`src/rtl/core/qrdca_pkg.sv`:
```
// Shared types, codes and lookup functions for the QR data codeword assembler.
package qrdca_pkg;

    // item kinds carried on s_tuser
    localparam logic [1:0] MODE_HEADER = 2'd0;
    localparam logic [1:0] MODE_CHAR   = 2'd1;
    localparam logic [1:0] MODE_FINISH = 2'd2;
    localparam logic [1:0] MODE_PAD    = 2'd3;

    // segment encodings
    localparam logic [1:0] ENC_NUMERIC  = 2'd0;
    localparam logic [1:0] ENC_ALNUM    = 2'd1;
    localparam logic [1:0] ENC_BYTE     = 2'd2;
    localparam logic [1:0] ENC_RESERVED = 2'd3;

    // result error codes
    localparam logic [2:0] ERR_NONE     = 3'd0;
    localparam logic [2:0] ERR_BAD_CHAR = 3'd1;
    localparam logic [2:0] ERR_CAPACITY = 3'd2;
    localparam logic [2:0] ERR_COUNT    = 3'd3;
    localparam logic [2:0] ERR_SEQUENCE = 3'd4;

    // configuration register indexes
    localparam logic CFG_IDX_CLASS    = 1'b0;
    localparam logic CFG_IDX_CAPACITY = 1'b1;

    localparam logic [15:0] CAPACITY_RESET = 16'd152;

    localparam logic [7:0] PAD_BYTE_EVEN = 8'hEC;
    localparam logic [7:0] PAD_BYTE_ODD  = 8'h11;

    localparam int CHUNK_VAL_W = 20;   // mode indicator plus widest count
    localparam int CHUNK_LEN_W = 5;
    localparam int QUEUE_DEPTH = 4;

    // one bit field handed from front to back
    typedef struct packed {
        logic [2:0]             err;
        logic [CHUNK_LEN_W-1:0] len;
        logic [CHUNK_VAL_W-1:0] val;
    } chunk_t;

    // 4-bit mode indicator per encoding
    function automatic logic [3:0] mode_nibble(input logic [1:0] enc);
        logic [3:0] r;
        case (enc)
            ENC_NUMERIC: r = 4'h1;
            ENC_ALNUM:   r = 4'h2;
            default:     r = 4'h4;
        endcase
        return r;
    endfunction

    // character count width per encoding and version class
    function automatic logic [4:0] count_width(input logic [1:0] enc, input logic [1:0] cls);
        logic [4:0] r;
        case (enc)
            ENC_NUMERIC: r = (cls == 2'd0) ? 5'd10 : (cls == 2'd1) ? 5'd12 : 5'd14;
            ENC_ALNUM:   r = (cls == 2'd0) ? 5'd9  : (cls == 2'd1) ? 5'd11 : 5'd13;
            default:     r = (cls == 2'd0) ? 5'd8  : 5'd16;
        endcase
        return r;
    endfunction

    // bits for a numeric group of 1, 2 or 3 digits
    function automatic logic [4:0] group_bits(input logic [1:0] len);
        logic [4:0] r;
        case (len)
            2'd1:    r = 5'd4;
            2'd2:    r = 5'd7;
            2'd3:    r = 5'd10;
            default: r = 5'd0;
        endcase
        return r;
    endfunction

    // alphanumeric symbol index, bit 6 set when the character is in the set
    function automatic logic [6:0] alnum_index(input logic [7:0] c);
        logic [6:0] r;
        if (c >= 8'h30 && c <= 8'h39) begin
            r = {1'b1, 6'(c - 8'h30)};
        end else if (c >= 8'h41 && c <= 8'h5A) begin
            r = {1'b1, 6'(c - 8'h41 + 8'd10)};
        end else begin
            case (c)
                8'h20:   r = {1'b1, 6'd36};
                8'h24:   r = {1'b1, 6'd37};
                8'h25:   r = {1'b1, 6'd38};
                8'h2A:   r = {1'b1, 6'd39};
                8'h2B:   r = {1'b1, 6'd40};
                8'h2D:   r = {1'b1, 6'd41};
                8'h2E:   r = {1'b1, 6'd42};
                8'h2F:   r = {1'b1, 6'd43};
                8'h3A:   r = {1'b1, 6'd44};
                default: r = 7'd0;
            endcase
        end
        return r;
    endfunction

    // total + n stays within the capacity
    function automatic logic fits(input logic [15:0] total, input logic [4:0] n,
                                  input logic [15:0] cap);
        return ({1'b0, total} + 17'(n)) <= {1'b0, cap};
    endfunction

endpackage

```
`src/rtl/core/qrdca_front.sv`:
```
// Front end: checks each item, tracks segment state and emits at most one bit field per item.
module qrdca_front (
    input  logic              aclk,
    input  logic              aresetn,
    input  logic              accept,
    input  logic [1:0]        mode,
    input  logic [1:0]        segment_encoding,
    input  logic [15:0]       seg_count,
    input  logic [7:0]        character,
    input  logic [1:0]        count_class,
    input  logic [15:0]       eff_cap,
    output logic              push,
    output qrdca_pkg::chunk_t chunk
);
    import qrdca_pkg::*;

    logic [15:0] total_reg, total_next;
    logic [1:0]  enc_reg, enc_next;
    logic [15:0] rem_reg, rem_next;
    logic [9:0]  grp_val_reg, grp_val_next;
    logic [1:0]  grp_len_reg, grp_len_next;
    logic [5:0]  held_reg, held_next;
    logic        half_reg, half_next;
    logic        toggle_reg, toggle_next;
    logic        done_reg, done_next;

    logic [1:0]  cls;
    logic [4:0]  cw;
    logic [4:0]  hdr_len;
    logic [3:0]  digit;
    logic [13:0] num_val;
    logic [1:0]  num_len;
    logic [4:0]  num_bits;
    logic [6:0]  aidx;
    logic [10:0] pair_val;
    logic        last_char;
    logic [16:0] room;
    logic [4:0]  term;
    logic [15:0] after_term;
    logic [4:0]  fill;
    logic [4:0]  fin_len;
    chunk_t      c;

    always_comb begin
        cls       = (count_class == 2'd3) ? 2'd2 : count_class;
        cw        = count_width(segment_encoding, cls);
        hdr_len   = cw + 5'd4;
        digit     = 4'(character - 8'h30);
        num_val   = 14'(grp_val_reg) * 14'd10 + 14'(digit);
        num_len   = grp_len_reg + 2'd1;
        num_bits  = group_bits(num_len);
        aidx      = alnum_index(character);
        pair_val  = 11'(held_reg) * 11'd45 + 11'(aidx[5:0]);
        last_char = (rem_reg == 16'd1);
        // terminator is up to four zeros, then zero fill to a byte boundary
        room       = {1'b0, eff_cap} - {1'b0, total_reg};
        term       = room[16] ? 5'd4 : (room > 17'd4) ? 5'd4 : 5'(room);
        after_term = total_reg + 16'(term);
        fill       = (after_term[2:0] == 3'd0) ? 5'd0 : 5'(4'd8 - {1'b0, after_term[2:0]});
        fin_len    = term + fill;

        total_next   = total_reg;
        enc_next     = enc_reg;
        rem_next     = rem_reg;
        grp_val_next = grp_val_reg;
        grp_len_next = grp_len_reg;
        held_next    = held_reg;
        half_next    = half_reg;
        toggle_next  = toggle_reg;
        done_next    = done_reg;
        c.err = ERR_NONE;
        c.len = '0;
        c.val = '0;

        case (mode)
            MODE_HEADER: begin
                if (done_reg || rem_reg != 16'd0 || segment_encoding == ENC_RESERVED) begin
                    c.err = ERR_SEQUENCE;
                end else if (cw < 5'd16 && (seg_count >> cw) != 16'd0) begin
                    c.err = ERR_COUNT;
                end else if (!fits(total_reg, hdr_len, eff_cap)) begin
                    c.err = ERR_CAPACITY;
                end else begin
                    c.len        = hdr_len;
                    c.val        = (CHUNK_VAL_W'(mode_nibble(segment_encoding)) << cw)
                                 | CHUNK_VAL_W'(seg_count);
                    enc_next     = segment_encoding;
                    rem_next     = seg_count;
                    grp_val_next = '0;
                    grp_len_next = '0;
                    held_next    = '0;
                    half_next    = 1'b0;
                end
            end
            MODE_CHAR: begin
                if (done_reg || rem_reg == 16'd0) begin
                    c.err = ERR_SEQUENCE;
                end else if (enc_reg == ENC_NUMERIC) begin
                    if (character < 8'h30 || character > 8'h39) begin
                        c.err = ERR_BAD_CHAR;
                    end else if (num_len == 2'd3 || last_char) begin
                        if (!fits(total_reg, num_bits, eff_cap)) begin
                            c.err = ERR_CAPACITY;
                        end else begin
                            c.len        = num_bits;
                            c.val        = CHUNK_VAL_W'(num_val);
                            grp_val_next = '0;
                            grp_len_next = '0;
                        end
                    end else begin
                        grp_val_next = num_val[9:0];
                        grp_len_next = num_len;
                    end
                end else if (enc_reg == ENC_ALNUM) begin
                    if (!aidx[6]) begin
                        c.err = ERR_BAD_CHAR;
                    end else if (half_reg) begin
                        if (!fits(total_reg, 5'd11, eff_cap)) begin
                            c.err = ERR_CAPACITY;
                        end else begin
                            c.len     = 5'd11;
                            c.val     = CHUNK_VAL_W'(pair_val);
                            half_next = 1'b0;
                            held_next = '0;
                        end
                    end else if (last_char) begin
                        if (!fits(total_reg, 5'd6, eff_cap)) begin
                            c.err = ERR_CAPACITY;
                        end else begin
                            c.len = 5'd6;
                            c.val = CHUNK_VAL_W'(aidx[5:0]);
                        end
                    end else begin
                        held_next = aidx[5:0];
                        half_next = 1'b1;
                    end
                end else begin
                    if (!fits(total_reg, 5'd8, eff_cap)) begin
                        c.err = ERR_CAPACITY;
                    end else begin
                        c.len = 5'd8;
                        c.val = CHUNK_VAL_W'(character);
                    end
                end
                if (c.err == ERR_NONE) begin
                    rem_next = rem_reg - 16'd1;
                end else begin
                    // a rejected character leaves the segment untouched
                    grp_val_next = grp_val_reg;
                    grp_len_next = grp_len_reg;
                    held_next    = held_reg;
                    half_next    = half_reg;
                end
            end
            MODE_FINISH: begin
                if (done_reg || rem_reg != 16'd0) begin
                    c.err = ERR_SEQUENCE;
                end else begin
                    c.len     = fin_len;
                    done_next = 1'b1;
                end
            end
            default: begin
                if (!done_reg) begin
                    c.err = ERR_SEQUENCE;
                end else if (!fits(total_reg, 5'd8, eff_cap)) begin
                    c.err = ERR_CAPACITY;
                end else begin
                    c.len       = 5'd8;
                    c.val       = CHUNK_VAL_W'(toggle_reg ? PAD_BYTE_ODD : PAD_BYTE_EVEN);
                    toggle_next = ~toggle_reg;
                end
            end
        endcase

        total_next = total_reg + 16'(c.len);
        chunk      = c;
        // beats without bits and without error produce nothing downstream
        push       = accept && (c.err != ERR_NONE || c.len != 5'd0);
    end

    always_ff @(posedge aclk) begin
        if (!aresetn) begin
            total_reg   <= '0;
            enc_reg     <= '0;
            rem_reg     <= '0;
            grp_val_reg <= '0;
            grp_len_reg <= '0;
            held_reg    <= '0;
            half_reg    <= 1'b0;
            toggle_reg  <= 1'b0;
            done_reg    <= 1'b0;
        end else if (accept) begin
            total_reg   <= total_next;
            enc_reg     <= enc_next;
            rem_reg     <= rem_next;
            grp_val_reg <= grp_val_next;
            grp_len_reg <= grp_len_next;
            held_reg    <= held_next;
            half_reg    <= half_next;
            toggle_reg  <= toggle_next;
            done_reg    <= done_next;
        end
    end

endmodule

```
`src/rtl/core/qrdca_fifo.sv`:
```
// Short queue of bit fields between the front and back ends.
module qrdca_fifo #(
    parameter int DEPTH = 4
) (
    input  logic              aclk,
    input  logic              aresetn,
    input  logic              push,
    input  qrdca_pkg::chunk_t wr_data,
    input  logic              pop,
    output qrdca_pkg::chunk_t rd_data,
    output logic              full,
    output logic              empty
);
    import qrdca_pkg::*;

    localparam int PTR_W = (DEPTH > 1) ? $clog2(DEPTH) : 1;

    chunk_t           mem_reg [DEPTH];
    logic [PTR_W-1:0] wr_ptr_reg, rd_ptr_reg;
    logic [PTR_W:0]   cnt_reg;

    assign full    = (cnt_reg == (PTR_W+1)'(DEPTH));
    assign empty   = (cnt_reg == '0);
    assign rd_data = mem_reg[rd_ptr_reg];

    always_ff @(posedge aclk) begin
        if (!aresetn) begin
            wr_ptr_reg <= '0;
            rd_ptr_reg <= '0;
            cnt_reg    <= '0;
        end else begin
            if (push) begin
                wr_ptr_reg <= (wr_ptr_reg == PTR_W'(DEPTH-1)) ? '0 : wr_ptr_reg + 1'b1;
            end
            if (pop) begin
                rd_ptr_reg <= (rd_ptr_reg == PTR_W'(DEPTH-1)) ? '0 : rd_ptr_reg + 1'b1;
            end
            if (push && !pop) begin
                cnt_reg <= cnt_reg + 1'b1;
            end else if (pop && !push) begin
                cnt_reg <= cnt_reg - 1'b1;
            end
        end
    end

    always_ff @(posedge aclk) begin
        if (push) begin
            mem_reg[wr_ptr_reg] <= wr_data;
        end
    end

endmodule

```
`src/rtl/core/qrdca_back.sv`:
```
// Back end: merges bit fields into the accumulator and sends completed codewords and error beats.
module qrdca_back (
    input  logic              aclk,
    input  logic              aresetn,
    input  qrdca_pkg::chunk_t q_data,
    input  logic              q_empty,
    output logic              q_pop,
    input  logic [15:0]       eff_cap,
    input  logic              m_ready,
    output logic              m_valid,
    output logic [7:0]        m_codeword,
    output logic              m_last,
    output logic              m_final,
    output logic [2:0]        m_err
);
    import qrdca_pkg::*;

    logic [31:0] acc_reg, acc_next;
    logic [4:0]  pend_reg, pend_next;
    logic [15:0] done_reg, done_next;
    logic        mv_reg, mv_next;
    logic [7:0]  cw_reg, cw_next;
    logic        last_reg, last_next;
    logic        fin_reg, fin_next;
    logic [2:0]  err_reg, err_next;

    logic        adv;
    logic        hold_byte;
    logic [31:0] mrg;
    logic [4:0]  p;
    logic        at_cap;

    always_comb begin
        adv       = !mv_reg || m_ready;
        hold_byte = (pend_reg >= 5'd8);
        mrg       = (acc_reg << q_data.len) | 32'(q_data.val);
        p         = pend_reg + q_data.len;
        at_cap    = (({1'b0, done_reg} + 17'd8) == {1'b0, eff_cap});
        q_pop     = adv && !hold_byte && !q_empty;

        acc_next  = acc_reg;
        pend_next = pend_reg;
        done_next = done_reg;
        mv_next   = mv_reg;
        cw_next   = cw_reg;
        last_next = last_reg;
        fin_next  = fin_reg;
        err_next  = err_reg;

        if (adv) begin
            mv_next = 1'b0;
            if (hold_byte) begin
                // leftover byte from the previous field
                mv_next   = 1'b1;
                cw_next   = 8'(acc_reg >> (pend_reg - 5'd8));
                pend_next = pend_reg - 5'd8;
                last_next = (pend_reg < 5'd16);
                fin_next  = at_cap;
                err_next  = ERR_NONE;
                done_next = done_reg + 16'd8;
            end else if (!q_empty) begin
                if (q_data.err != ERR_NONE) begin
                    mv_next   = 1'b1;
                    cw_next   = '0;
                    last_next = 1'b1;
                    fin_next  = 1'b0;
                    err_next  = q_data.err;
                end else begin
                    acc_next = mrg;
                    if (p >= 5'd8) begin
                        mv_next   = 1'b1;
                        cw_next   = 8'(mrg >> (p - 5'd8));
                        pend_next = p - 5'd8;
                        last_next = (p < 5'd16);
                        fin_next  = at_cap;
                        err_next  = ERR_NONE;
                        done_next = done_reg + 16'd8;
                    end else begin
                        pend_next = p;
                    end
                end
            end
        end
    end

    always_ff @(posedge aclk) begin
        if (!aresetn) begin
            pend_reg <= '0;
            done_reg <= '0;
            mv_reg   <= 1'b0;
        end else begin
            pend_reg <= pend_next;
            done_reg <= done_next;
            mv_reg   <= mv_next;
        end
    end

    always_ff @(posedge aclk) begin
        acc_reg  <= acc_next;
        cw_reg   <= cw_next;
        last_reg <= last_next;
        fin_reg  <= fin_next;
        err_reg  <= err_next;
    end

    assign m_valid    = mv_reg;
    assign m_codeword = cw_reg;
    assign m_last     = last_reg;
    assign m_final    = fin_reg;
    assign m_err      = err_reg;

endmodule

```
`src/rtl/core/qr_data_codeword_assembler.sv`:
```
// Top level of the QR data codeword assembler: config registers, front, queue and back.
// Path: an item's field is written into the queue, then into the back end's output register on m_tvalid.
// Throughput: the front takes one beat per cycle while the four-entry queue has room; the
// back sends one beat per codeword or error (up to three per item), takes a field that
// completes no byte without a beat, and sends one byte per cycle only while m_tready is high.
// Reset: synchronous, active low; clears segment state, queue and output valid, class 0, cap 152.
module qr_data_codeword_assembler #(
    parameter int MAX_DATA_BYTES = 4096
) (
    input  logic        aclk,
    input  logic        aresetn,
    // config write channel
    input  logic        cfg_valid,
    output logic        cfg_ready,
    input  logic        cfg_index,   // 0 count_width_class, 1 capacity_bits
    input  logic [15:0] cfg_data,
    // input stream
    input  logic        s_tvalid,
    output logic        s_tready,
    input  logic [31:0] s_tdata,     // [1:0] segment_encoding, [17:2] character count,
                                     // [25:18] character, [31:26] zero
    input  logic [1:0]  s_tuser,     // [1:0] mode
    // codeword stream
    output logic        m_tvalid,
    input  logic        m_tready,
    output logic [7:0]  m_tdata,     // [7:0] codeword
    output logic        m_tlast,     // run_last
    output logic [3:0]  m_tuser      // [0] final_codeword, [3:1] error_code
);
    import qrdca_pkg::*;

    localparam logic [15:0] MAX_BITS = 16'(MAX_DATA_BYTES * 8);

    logic [1:0]  class_reg;
    logic [15:0] cap_reg;
    logic [15:0] cap_masked;
    logic [15:0] eff_cap;

    logic        s_accept;
    logic        push;
    chunk_t      wr_chunk;
    chunk_t      rd_chunk;
    logic        q_full;
    logic        q_empty;
    logic        q_pop;
    logic        final_cw;
    logic [2:0]  err_code;

    // registers are to be written only while the block is idle; the block does not enforce it
    assign cfg_ready = 1'b1;

    always_ff @(posedge aclk) begin
        if (!aresetn) begin
            class_reg <= '0;
            cap_reg   <= CAPACITY_RESET;
        end else if (cfg_valid) begin
            case (cfg_index)
                CFG_IDX_CLASS:    class_reg <= cfg_data[1:0];
                CFG_IDX_CAPACITY: cap_reg   <= cfg_data;
                default:          class_reg <= class_reg;
            endcase
        end
    end

    // capacity in whole bytes, capped by the codeword buffer budget
    assign cap_masked = cap_reg & 16'hFFF8;
    assign eff_cap    = (cap_masked < MAX_BITS) ? cap_masked : MAX_BITS;

    // a beat is taken whenever the queue has a free slot
    assign s_tready = !q_full;
    assign s_accept = s_tvalid && s_tready;

    qrdca_front u_front (
        .aclk             (aclk),
        .aresetn          (aresetn),
        .accept           (s_accept),
        .mode             (s_tuser),
        .segment_encoding (s_tdata[1:0]),
        .seg_count        (s_tdata[17:2]),
        .character        (s_tdata[25:18]),
        .count_class      (class_reg),
        .eff_cap          (eff_cap),
        .push             (push),
        .chunk            (wr_chunk)
    );

    qrdca_fifo #(
        .DEPTH (QUEUE_DEPTH)
    ) u_fifo (
        .aclk    (aclk),
        .aresetn (aresetn),
        .push    (push),
        .wr_data (wr_chunk),
        .pop     (q_pop),
        .rd_data (rd_chunk),
        .full    (q_full),
        .empty   (q_empty)
    );

    qrdca_back u_back (
        .aclk       (aclk),
        .aresetn    (aresetn),
        .q_data     (rd_chunk),
        .q_empty    (q_empty),
        .q_pop      (q_pop),
        .eff_cap    (eff_cap),
        .m_ready    (m_tready),
        .m_valid    (m_tvalid),
        .m_codeword (m_tdata),
        .m_last     (m_tlast),
        .m_final    (final_cw),
        .m_err      (err_code)
    );

    assign m_tuser = {err_code, final_cw};

`ifndef SYNTHESIS
    // an error beat is a lone zero codeword closing its run
    a_err_beat_form: assert property (@(posedge aclk) disable iff (!aresetn)
        (m_tvalid && m_tuser[3:1] != ERR_NONE) |-> (m_tdata == 8'h00 && m_tlast && !m_tuser[0]))
        else $error("error beat with payload or final flag");

    // the queue is never written while full
    a_no_overflow: assert property (@(posedge aclk) disable iff (!aresetn)
        !(push && q_full))
        else $error("queue overflow");

    // the queue is never read while empty
    a_no_underflow: assert property (@(posedge aclk) disable iff (!aresetn)
        !(q_pop && q_empty))
        else $error("queue underflow");

    // reset leaves no codeword on the port
    a_reset_idle: assert property (@(posedge aclk)
        !aresetn |=> !m_tvalid)
        else $error("m_tvalid high after reset");
`endif

endmodule
```
`config.mk`:
```
export PLATFORM = sky130hd
export DESIGN_NAME = qr_data_codeword_assembler
export DESIGN_NICKNAME = d
export VERILOG_FILES = /design/src/rtl/core/qrdca_pkg.sv /design/src/rtl/core/qrdca_front.sv /design/src/rtl/core/qrdca_fifo.sv /design/src/rtl/core/qrdca_back.sv /design/src/rtl/core/qr_data_codeword_assembler.sv
export SDC_FILE = /design/constraint.sdc
export NUM_CORES = 1
export LEC_CHECK = 0
export ABC_AREA = 0
export BUFFER_PORTS_ARGS = -buffer_cell sky130_fd_sc_hd__clkbuf_2
export CORE_MARGIN = 1.5
export CORE_UTILIZATION = 65
export CTS_CLUSTER_SIZE = 16
export DETAILED_ROUTE_END_ITERATION = 16
export PLACE_DENSITY_LB_ADDON = 0.1
export SYNTH_ARGS = -nofsm -noshare
export SYNTH_HDL_FRONTEND = slang
export SYNTH_SLANG_ARGS = --single-unit
```
`constraint.sdc`:
```
create_clock -name aclk -period 22.1 [get_ports aclk]
set_input_delay 5.525 -clock aclk [delete_from_list [all_inputs] [get_ports aclk]]
set_output_delay 5.525 -clock aclk [all_outputs]
set_load 0.01 [all_outputs]
```
Yosys cells after proc, flatten, opt, wreduce, memory -nomap -nowiden. Memory sizes are Yosys's and may differ from the RTL's. A register that Yosys moved wholly into a read port is not among the register bits. Cells that the tools add are included.

Register bits: 147. Memory bits (writable): 112. Input port bits: 56. Output and inout bits: 16. Word-level logic and storage cells: 316. Memories kept: 1.

Memories: u_fifo.mem_reg (words 4, width 28, rd ports 1, clocked after Yosys merged registers in 1, write ports 1, RTL line qrdca_fifo.sv:18) `chunk_t mem_reg [DEPTH];`.

Add/sub/neg operators: 27. Multipliers: 2. Magnitude comparators: 18. Equal/unequal tests: 39. Shift-type cells: 5. Multiplexer cells: 138. Bitwise logic cells: 11. Reductions and logical operators: 53.

Operators with widths (count): 25-bit 2-to-1 mux (7); 16-bit 2-to-1 mux (9); 28-bit 2-to-1 mux (4); 24-bit 2-to-1 mux (4); 10-bit 2-to-1 mux (9); 17-bit by 16-bit <= comparator with 1-bit output (5); 8-bit by 6-bit == test with 1-bit output (second input constant) (9); 6-bit 2-to-1 mux (11); 32-bit by 5-bit right shift with 8-bit output (2); 7-bit one-hot mux with 9 select lines (1); 20-bit one-hot mux with 3 select lines (1); 5-bit 2-to-1 mux (11); 16-bit by 4-bit adder with 17-bit output (second input constant) (3); 3-bit 2-to-1 mux (14); 2-bit 2-to-1 mux (20); 8-bit 2-to-1 mux (5); 32-bit by 20-bit OR with 32-bit output (1); 16-bit one-hot mux with 2 select lines (1); 16-bit nonzero test (2); 32-bit by 5-bit << shifter with 32-bit output (1); 27-bit 2-to-1 mux (1); 1-bit 2-to-1 mux (25); 8-bit one-hot mux with 3 select lines (1); 23-bit 2-to-1 mux (1); 71 further kinds (145).

Depth between registers and ports, before layout. Gate-level depths: netlist (run 1).

Depth in word-level cells: 26. Mapped depth: 38. Depth with buffers taken out: 34.

By module. A second synthesis (run 1) with hierarchy kept.

Cell total of the unflattened synthesis: 2373. Area, all modules: 22939.5 µm².

By module, submodules not included: qrdca_front (instances 1, cells each 1328, area each 10107.2 µm², seq. area each 1101.1 µm²); qrdca_back (instances 1, cells each 768, area each 7531.0 µm², seq. area each 1731.7 µm²); qrdca_fifo (instances 1, cells each 190, area each 4548.1 µm², seq. area each 3543.4 µm²); qr_data_codeword_assembler (instances 1, cells each 87, area each 753.2 µm², seq. area each 300.3 µm²).

Worst setup path before layout (run 1). Ideal clock, no wire load.

Path type: input -> register. From: input port s_tdata[0]. To: register u_front.total_reg[10]. Library setup time: 70 ps. Data arrival time: 11031 ps. Required time: 22030 ps. Path slack: 10998 ps. Cell stages on the path: 30. Path buffers: 2. Cell sequence: xnor2_1 nor2_1 ha_1 a21o_1 a21oi_1 o21bai_1 a21oi_1 nand2b_1 nor2_1 xnor2_1 ha_1 nand4_1 or4b_2 nor3_1 a41o_1 nand4_1 nor2b_1 clkbuf_1 nand2_1 o2111ai_1 inv_1 fa_1 nor2b_1 o21ai_0 nand2b_1 a21oi_1 or3_1 clkbuf_1 or3_1 a21oi_1.

RTL lines: from (decl) (RTL line qr_data_codeword_assembler.sv:20) `input logic [31:0] s_tdata,`; to (signal assigned) (RTL line qrdca_front.sv:194) `total_reg <= total_next;`; to (decl) (RTL line qrdca_front.sv:17) `logic [15:0] total_reg, total_next;`.

==> impl_metrics.py, run 1 <==
metrics = {
    "clock_tree": {
        "cts-htree-levels": 1,
        "numCtsBuffers": 28,
        "holdBufCountCts": 0,
        "clock-sinks": 255,
        "cts_resized": 0,
        "cts-root-buf": "clkbuf_16",
        "insertion_delay_ns": 0.58,
        "path_clk_slew_ns": 0.06,
        "cts_tree": "yes",
        "cts.path.max_buffers": 3,
        "postCtsSetupBuffers": 0,
    },
    "critical_path": {
        "rr_endpoint": "u_front.total_reg[15]$_SDFFE_PN0P_",
        "cp.required_ns": 22.59,
        "crit_type": "in2reg",
        "start_kind": "input port",
        "cp_common_cell": "inv_1",
        "crit_fanout": 19,
        "reg2reg_slack_ns": 12.09,
        "end_kind": "flip-flop",
        "r2r_cells": 32,
        "cp.arrival_ns": 12.41,
        "max_stage_delay_ns": 0.63,
        "crit_slowest_cell": "or4b_2",
        "r2r-start": "cap_reg[15]$_SDFFE_PN0P_",
    },
    "global_routing": {
        "grt_pass1_wl_um": 105000,
        "grt_pass1_vias": 19100,
        "grtUsageTotal_pct": 37.4,
        "grt_max_degree": 70,
        "gr-total-overflow": 0,
        "antenna_found_initial": 0,
    },
    "finish": {
        "largest_register_ff_count": 112,
        "final_cell_area_um2": 24000,
        "layout.nets": 2694,
        "final_cells": 2926,
        "syn_to_final_growth_pct": 6.92,
        "drive_above_1_share_pct": 12.1,
        "diodes": 0,
        "fin_util_pct": 71.1,
    },
    "synth": {
        "ys_ff_latch": 255,
        "synthArstFlopShare_pct": 0,
        "yosysSeqAreaShare_pct": 29.8,
        "synth_top_family_by_area": "compound AO/OA/AOI/OAI gates",
        "yosys.area.top_type": "edfxtp_1",
        "synth_xor_area_share_pct": 6.41,
        "synth_edf_count": 157,
        "synthTopCellsByArea": "edfxtp_1, ha_1, dfxtp_1, mux4_2, mux2i_1",
        "syn_inst": 2455,
        "synth_ff_type": "edfxtp_1",
        "yosysUniqueCellTypes": 111,
        "synth_top_area_share_pct": 21.0,
        "synth_compound_area_share_pct": 18.5,
        "yosysWarningCount": 0,
        "synthMuxAreaShare_pct": 12.6,
        "syn_area_per_cell_um2": 9.13,
        "synthAdderAreaFrac_pct": 10.8,
        "synth_area_um2": 22400,
        "synth_simple_gate_area_share_pct": 16.7,
    },
    "min_path": {
        "min_delay_path_depth": 2,
        "whs_endpoint": "cap_reg[14]$_SDFFE_PN0P_",
        "min-delay-start": "cap_reg[14]$_SDFFE_PN0P_",
        "hold_class": "reg2reg",
    },
    "route": {
        "wl_per_cell_um": 23.0,
        "drcViolationCount": 0,
        "antenna_left": 0,
        "routed_via_density": 6.86,
        "wl_um": 67300,
        "drtIter0Drc": 2292,
        "drtPass1Iterations": 8,
        "vias": 20100,
    },
    "placed_design": {
        "placed_area_um2": 22900,
        "post-dp-hpwl_um": 49600,
        "place_ws_ns": 9.69,
        "gp_congestion": 1.01,
        "place_inst": 2874,
        "portBuffers": 63,
    },
    "sta": {
        "finalCritPeriodShare_pct": 53.9,
        "setup_viol": 0,
        "holdWs_ns": 0.458,
        "tns_ns": 0,
        "hold_violations": 0,
        "period_minus_slack_ns": 11.92,
        "fin_ws_ns": 10.18,
        "rsz0062_at_grt": "no",
        "finalMaxSlewViolations": 0,
        "fmax_mhz": 83.9,
        "relSlewSlack_pct": 20.7,
        "tightest_slew_ns": 1.18,
        "finClkSkew_ns": 0.0218,
    },
    "pwr": {
        "peakVddDrop_v": 0.000146,
        "report.power.total_mw": 3.43,
        "leakagePower_nw": 9.46,
        "p_per_area_nw_per_um2": 143,
    },
    "floorplanning": {
        "die_x_um": 189,
        "rows": 67,
        "core_area_um2": 33700,
        "die_y_um": 189,
        "die_area_um2": 35600,
        "io-pin-count": 72,
        "start_util_pct": 66.5,
    },
    "outcome": {
        "status": "finished, final reports clean",
    },
    "flow_run": {
        "cap_violations": 0,
    },
}
[synth_stat cells, types with 14 or more instances]
| cell type | instances |
|---|---|
| nand2_1 | 222 |
| nor2_1 | 220 |
| a21oi_1 | 170 |
| ha_1 | 166 |
| edfxtp_1 | 157 |
| inv_1 | 119 |
| xnor2_1 | 116 |
| mux2i_1 | 111 |
| dfxtp_1 | 98 |
| o21ai_0 | 97 |
| clkbuf_1 | 79 |
| mux4_2 | 61 |
| nand3_1 | 56 |
| nor3_1 | 51 |
| xor2_1 | 39 |
| nand2b_1 | 34 |
| a211oi_1 | 32 |
| a22oi_1 | 32 |
| and3_1 | 31 |
| mux2_2 | 30 |
| nor2b_1 | 28 |
| a21o_1 | 27 |
| buf_2 | 27 |
| nand4_1 | 25 |
| a31oi_1 | 23 |
| o211ai_1 | 23 |
| or3_1 | 19 |
| and2_1 | 16 |
| fa_1 | 16 |
| o221ai_1 | 15 |
| o21bai_1 | 14 |
[cells in the final DEF (no fill, tap or decap), types with 15 or more instances in the layout]
cell type / n
a22oi_1: 32
mux2_2: 30
nand3_1: 56
mux4_2: 61
fa_1: 16
edfxtp_1: 157
nand2_1: 222
dfxtp_1: 96
ha_1: 166
inv_1: 119
clkbuf_2: 63
and2_1: 16
a21o_1: 27
clkbuf_16: 28
nor3_1: 51
a21oi_1: 170
o211ai_1: 23
and3_1: 31
or3_1: 19
xor2_1: 39
nor2_1: 220
o221ai_1: 15
nand4_1: 25
mux2i_1: 111
nor2b_1: 28
buf_4: 29
xnor2_1: 116
a211oi_1: 32
o21ai_0: 96
nand2b_1: 34
a31oi_1: 23
[cell type report]
cell class	instances	area [um^2]
Inverter	134	503
Fill cell	2594	9750
Clock buffer	34	733
Timing Repair Buffer	92	533
Multi-Input combinational cell	1945	14600
Clock inverter	18	299
Sequential cell	255	6680
Tap cell	448	561
[cell families (layout without fill, tap and decap cells)]
kind of cell / Yosys count / after routing
other: 2 / 14
AND/OR/NAND/NOR: 775 / 775
adder cells (fa/ha/maj): 185 / 185
flip-flops: 255 / 255
XOR/XNOR: 159 / 159
multiplexers: 203 / 203
AO/OA/AOI/OAI: 609 / 609
buffers and inverters: 267 / 278
[worst max-delay path: cells and delay by family]
| kind | cells | cell delay [ns] |
|---|---|---|
| adder cells (fa/ha/maj) | 4 | 1.31 |
| AND/OR/NAND/NOR | 9 | 2.10 |
| XOR/XNOR | 2 | 0.32 |
| AO/OA/AOI/OAI | 7 | 2.34 |
| buffers and inverters | 6 | 0.79 |
[metal layers]
layer | part of all wire (%) | wire (um) | track usage, %
met1 | 41 | 27400 | 51.3
met2 | 46 | 30800 | 59.7
met3 | 9.5 | 6360 | 5.35
met4 | 4.0 | 2710 | 14.7
met5 | 0 | 0 | 0
[how the worst max path moves through the flow]
stage,startpoint,to,cells past startpoint
2_1_floorplan,s_tdata[0],u_front.total_reg[10]$_SDFFE_PN0P_,30
6_report,s_tdata[1],u_fifo.cnt_reg[2]$_SDFFE_PN0P_,28
3_3_place_gp,s_tdata[1],u_front.total_reg[9]$_SDFFE_PN0P_,29
3_5_place_dp,s_tdata[1],u_fifo.cnt_reg[2]$_SDFFE_PN0P_,28
4_1_cts,s_tdata[1],u_fifo.cnt_reg[2]$_SDFFE_PN0P_,28
5_1_grt,s_tdata[0],u_front.total_reg[9]$_SDFFE_PN0P_,29
[report_power, final]
group / switching, mW / internal [mW]
sequential: 0.0686 / 0.668
clock: 0.210 / 0.320
combinational: 1.38 / 0.786
(Power assumes the default switching activity.)
==> run 2: changes to the inputs <==
--- a/config.mk
+++ b/config.mk
@@ -5,10 +5,10 @@
 export SDC_FILE = /design/constraint.sdc
 export NUM_CORES = 1
 export LEC_CHECK = 0
-export ABC_AREA = 0
+export ABC_AREA = 1
 export BUFFER_PORTS_ARGS = -buffer_cell sky130_fd_sc_hd__clkbuf_2
 export CORE_MARGIN = 1.5
-export CORE_UTILIZATION = 65
+export CORE_UTILIZATION = 64
 export CTS_CLUSTER_SIZE = 16
 export DETAILED_ROUTE_END_ITERATION = 16
 export PLACE_DENSITY_LB_ADDON = 0.1
==> constraint.sdc (replaced) <==
create_clock -name aclk -period 12 [get_ports aclk]
set_input_delay 3 -clock aclk [delete_from_list [all_inputs] [get_ports aclk]]
set_output_delay 3 -clock aclk [all_outputs]
set_load 0.01 [all_outputs]
==> run 2 against run 1 <==
  * Register-to-register slack worse by 7.4 ns
  * Area after synthesis down 1.8%
  * Critical path depth up 10
  * Sequential power up 68%
  * Synthesized cell count up 29%
  * Sequential share of layout area up 0.45 points
  * Via count up 11%
  * Non-clock buffer count down 10
  * Worst setup slack worse by 7.1 ns
  * Cell count up 25%
  * Count of clock-buffer cells in the layout unchanged
==> impl_metrics.py, run 2 <==
metrics = {
    "global_routing": {
        "gr-total-overflow": 0,
        "grt_max_degree": 61,
        "grt_pass1_vias": 20700,
        "grtUsageTotal_pct": 37.6,
        "antenna_found_initial": 0,
        "grt_pass1_wl_um": 107000,
    },
    "sta": {
        "finalMaxSlewViolations": 0,
        "holdWs_ns": 0.487,
        "period_minus_slack_ns": 8.92,
        "tightest_slew_ns": 1.23,
        "rsz0062_at_grt": "no",
        "setup_viol": 0,
        "fmax_mhz": 112,
        "finClkSkew_ns": 0.0340,
        "tns_ns": 0,
        "relSlewSlack_pct": 17.6,
        "finalCritPeriodShare_pct": 74.3,
        "hold_violations": 0,
    },
    "critical_path": {
        "cp.required_ns": 12.51,
        "crit_family": "simple AND/OR/NAND/NOR gates",
        "start_kind": "input port",
        "cp.arrival_ns": 9.43,
        "end_kind": "flip-flop",
        "crit_slowest_cell": "nor2_1",
        "max_stage_delay_ns": 0.59,
        "crit_fanout": 11,
        "path_buf_inv": 8,
        "crit_type": "in2reg",
        "cp_common_cell": "nor2_1",
    },
    "min_path": {
        "hold_class": "reg2reg",
    },
    "synth": {
        "synthTopCellsByArea": "edfxtp_1, nand2_1, ha_1, dfxtp_1, o21ai_0",
        "synthArstFlopShare_pct": 0,
        "yosys.area.top_type": "edfxtp_1",
        "synth_ff_type": "edfxtp_1",
        "yosysWarningCount": 0,
        "syn_area_per_cell_um2": 6.94,
        "synth_top_area_share_pct": 21.4,
        "synth.most_common_cell": "nand2_1",
        "synth_commonest_cells": "nand2_1, inv_1, o21ai_0",
        "synth_edf_count": 157,
        "yosysSeqAreaShare_pct": 30.3,
        "syn_inst": 3170,
        "synth_area_um2": 22000,
        "ys_ff_latch": 255,
        "yosysUniqueCellTypes": 64,
    },
    "floorplanning": {
        "die_x_um": 188,
        "rows": 67,
        "io-pin-count": 72,
        "die_y_um": 188,
        "core_area_um2": 33700,
        "die_area_um2": 35500,
        "start_util_pct": 65.3,
    },
    "route": {
        "top_layer_used": "met4",
        "drtPass1Iterations": 6,
        "drtIter0Drc": 2324,
        "wl_met1_um": 27000,
        "wl_um": 68100,
        "wl_per_cell_um": 18.7,
        "drcViolationCount": 0,
        "antenna_left": 0,
        "routed_via_density": 6.11,
        "vias": 22300,
        "wl_met3_um": 6470,
        "met2_wirelength_um": 31200,
    },
    "finish": {
        "syn_to_final_growth_pct": 7.09,
        "diodes": 0,
        "largest_register_ff_count": 112,
        "drive_above_1_share_pct": 6.76,
        "final_cell_mix": "nand2_1, inv_1, o21ai_0",
        "layout.nets": 3410,
        "num-fill-cells": 2877,
        "fin_util_pct": 69.9,
        "final_common_cell": "nand2_1",
    },
    "pwr": {
        "leakagePower_nw": 10.8,
        "report.power.total_mw": 5.86,
        "p_per_area_nw_per_um2": 248,
        "peakVddDrop_v": 0.000218,
    },
    "clock_tree": {
        "path_clk_slew_ns": 0.07,
        "holdBufCountCts": 0,
        "cts-htree-levels": 1,
        "cts_tree": "yes",
        "cts_resized": 0,
        "postCtsSetupBuffers": 0,
        "numCtsBuffers": 30,
        "cts-root-buf": "clkbuf_16",
        "cts.path.max_buffers": 3,
        "clock-sinks": 255,
        "insertion_delay_ns": 0.59,
    },
    "placed_design": {
        "portBuffers": 63,
        "gp_congestion": 1.04,
        "post-dp-hpwl_um": 50700,
    },
    "flow_run": {
        "cap_violations": 0,
    },
    "outcome": {
        "status": "finished, final reports clean",
    },
}
-- run 2: cell count changes in the layout (fill, tap and decap cells not counted), sizes merged, moves of 35 or more --
cell	before	now
inv	129	386
nand2b	35	0
o21ai	103	347
xor2	39	87
nand3	56	194
mux2i	111	7
mux4	61	0
xnor2	118	13
nor2	221	297
nand2	223	814
-- run 2: routing by layer --
layer,vias up,GRT usage [%]
met5,-,0
met3,227,5.08
li1,10600,-
met2,1102,62.2
met4,0,17.2
met1,10300,48.9
-- run 2: final cells by class --
class | instances | area, um^2 | share of cell area, %
multi-input cells | 2416 | 13400 | 56.7
flip-flops and latches | 255 | 6680 | 28.3
inverters | 387 | 1460 | 6.17
clock buffers | 34 | 807 | 3.42
well taps | 448 | 561 | 2.38
repair buffers | 82 | 458 | 1.94
clock inverters | 22 | 251 | 1.07
-- run 2: cells by family (layout without fill, tap and decap cells) --
kind of cell | Yosys count | count (layout) | share of synthesized area, %
buf+inv | 511 | 525 | 9.28
other cells | 2 | 14 | 0.0341
mux | 8 | 8 | 0.370
compound gates | 683 | 683 | 17.7
simple gates | 1429 | 1429 | 27.5
flops | 255 | 255 | 30.3
xor+xnor | 100 | 100 | 3.98
fa+ha+maj | 182 | 182 | 10.9
-- run 2: worst paths after layout --
kind | to | slack, ns | start | cells past startpoint
max reg2reg | u_front.total_reg[7]$_SDFFE_PN0P_ | 4.67 | cap_reg[15]$_SDFFE_PN0P_ | 42
min reg2reg | u_front.rem_reg[15]$_SDFFE_PN0P_ | 0.49 | u_front.rem_reg[15]$_SDFFE_PN0P_ | 2
max | u_front.total_reg[7]$_SDFFE_PN0P_ | 3.08 | s_tdata[1] | 38
min | u_front.rem_reg[15]$_SDFFE_PN0P_ | 0.49 | u_front.rem_reg[15]$_SDFFE_PN0P_ | 2
-- run 2: report_power, final --
| group | switching, mW | total, mW | leakage, nW | internal [mW] |
|---|---|---|---|---|
| Sequential | 0.0990 | 1.24 | 2.22 | 1.14 |
| Clock | 0.407 | 0.965 | 0.514 | 0.558 |
| Combinational | 2.59 | 3.65 | 8.05 | 1.06 |
-- run 2: stage by stage --
step	setup slack, ns	area [um^2]	cells
6_report	3.08	23600	3644
5_1_grt	2.50	23600	3644
4_1_cts	3.32	23600	3644
3_5_place_dp	2.74	22500	3588
3_3_place_gp	2.99	22500	3588
2_1_floorplan	4.05	22100	3182
-- run 2: tightest hold or removal path, cell delays in order, from the launching register on --
cell and delay, ns:
dfxtp_1 0.33, inv_1 0.06, a21oi_1 0.05
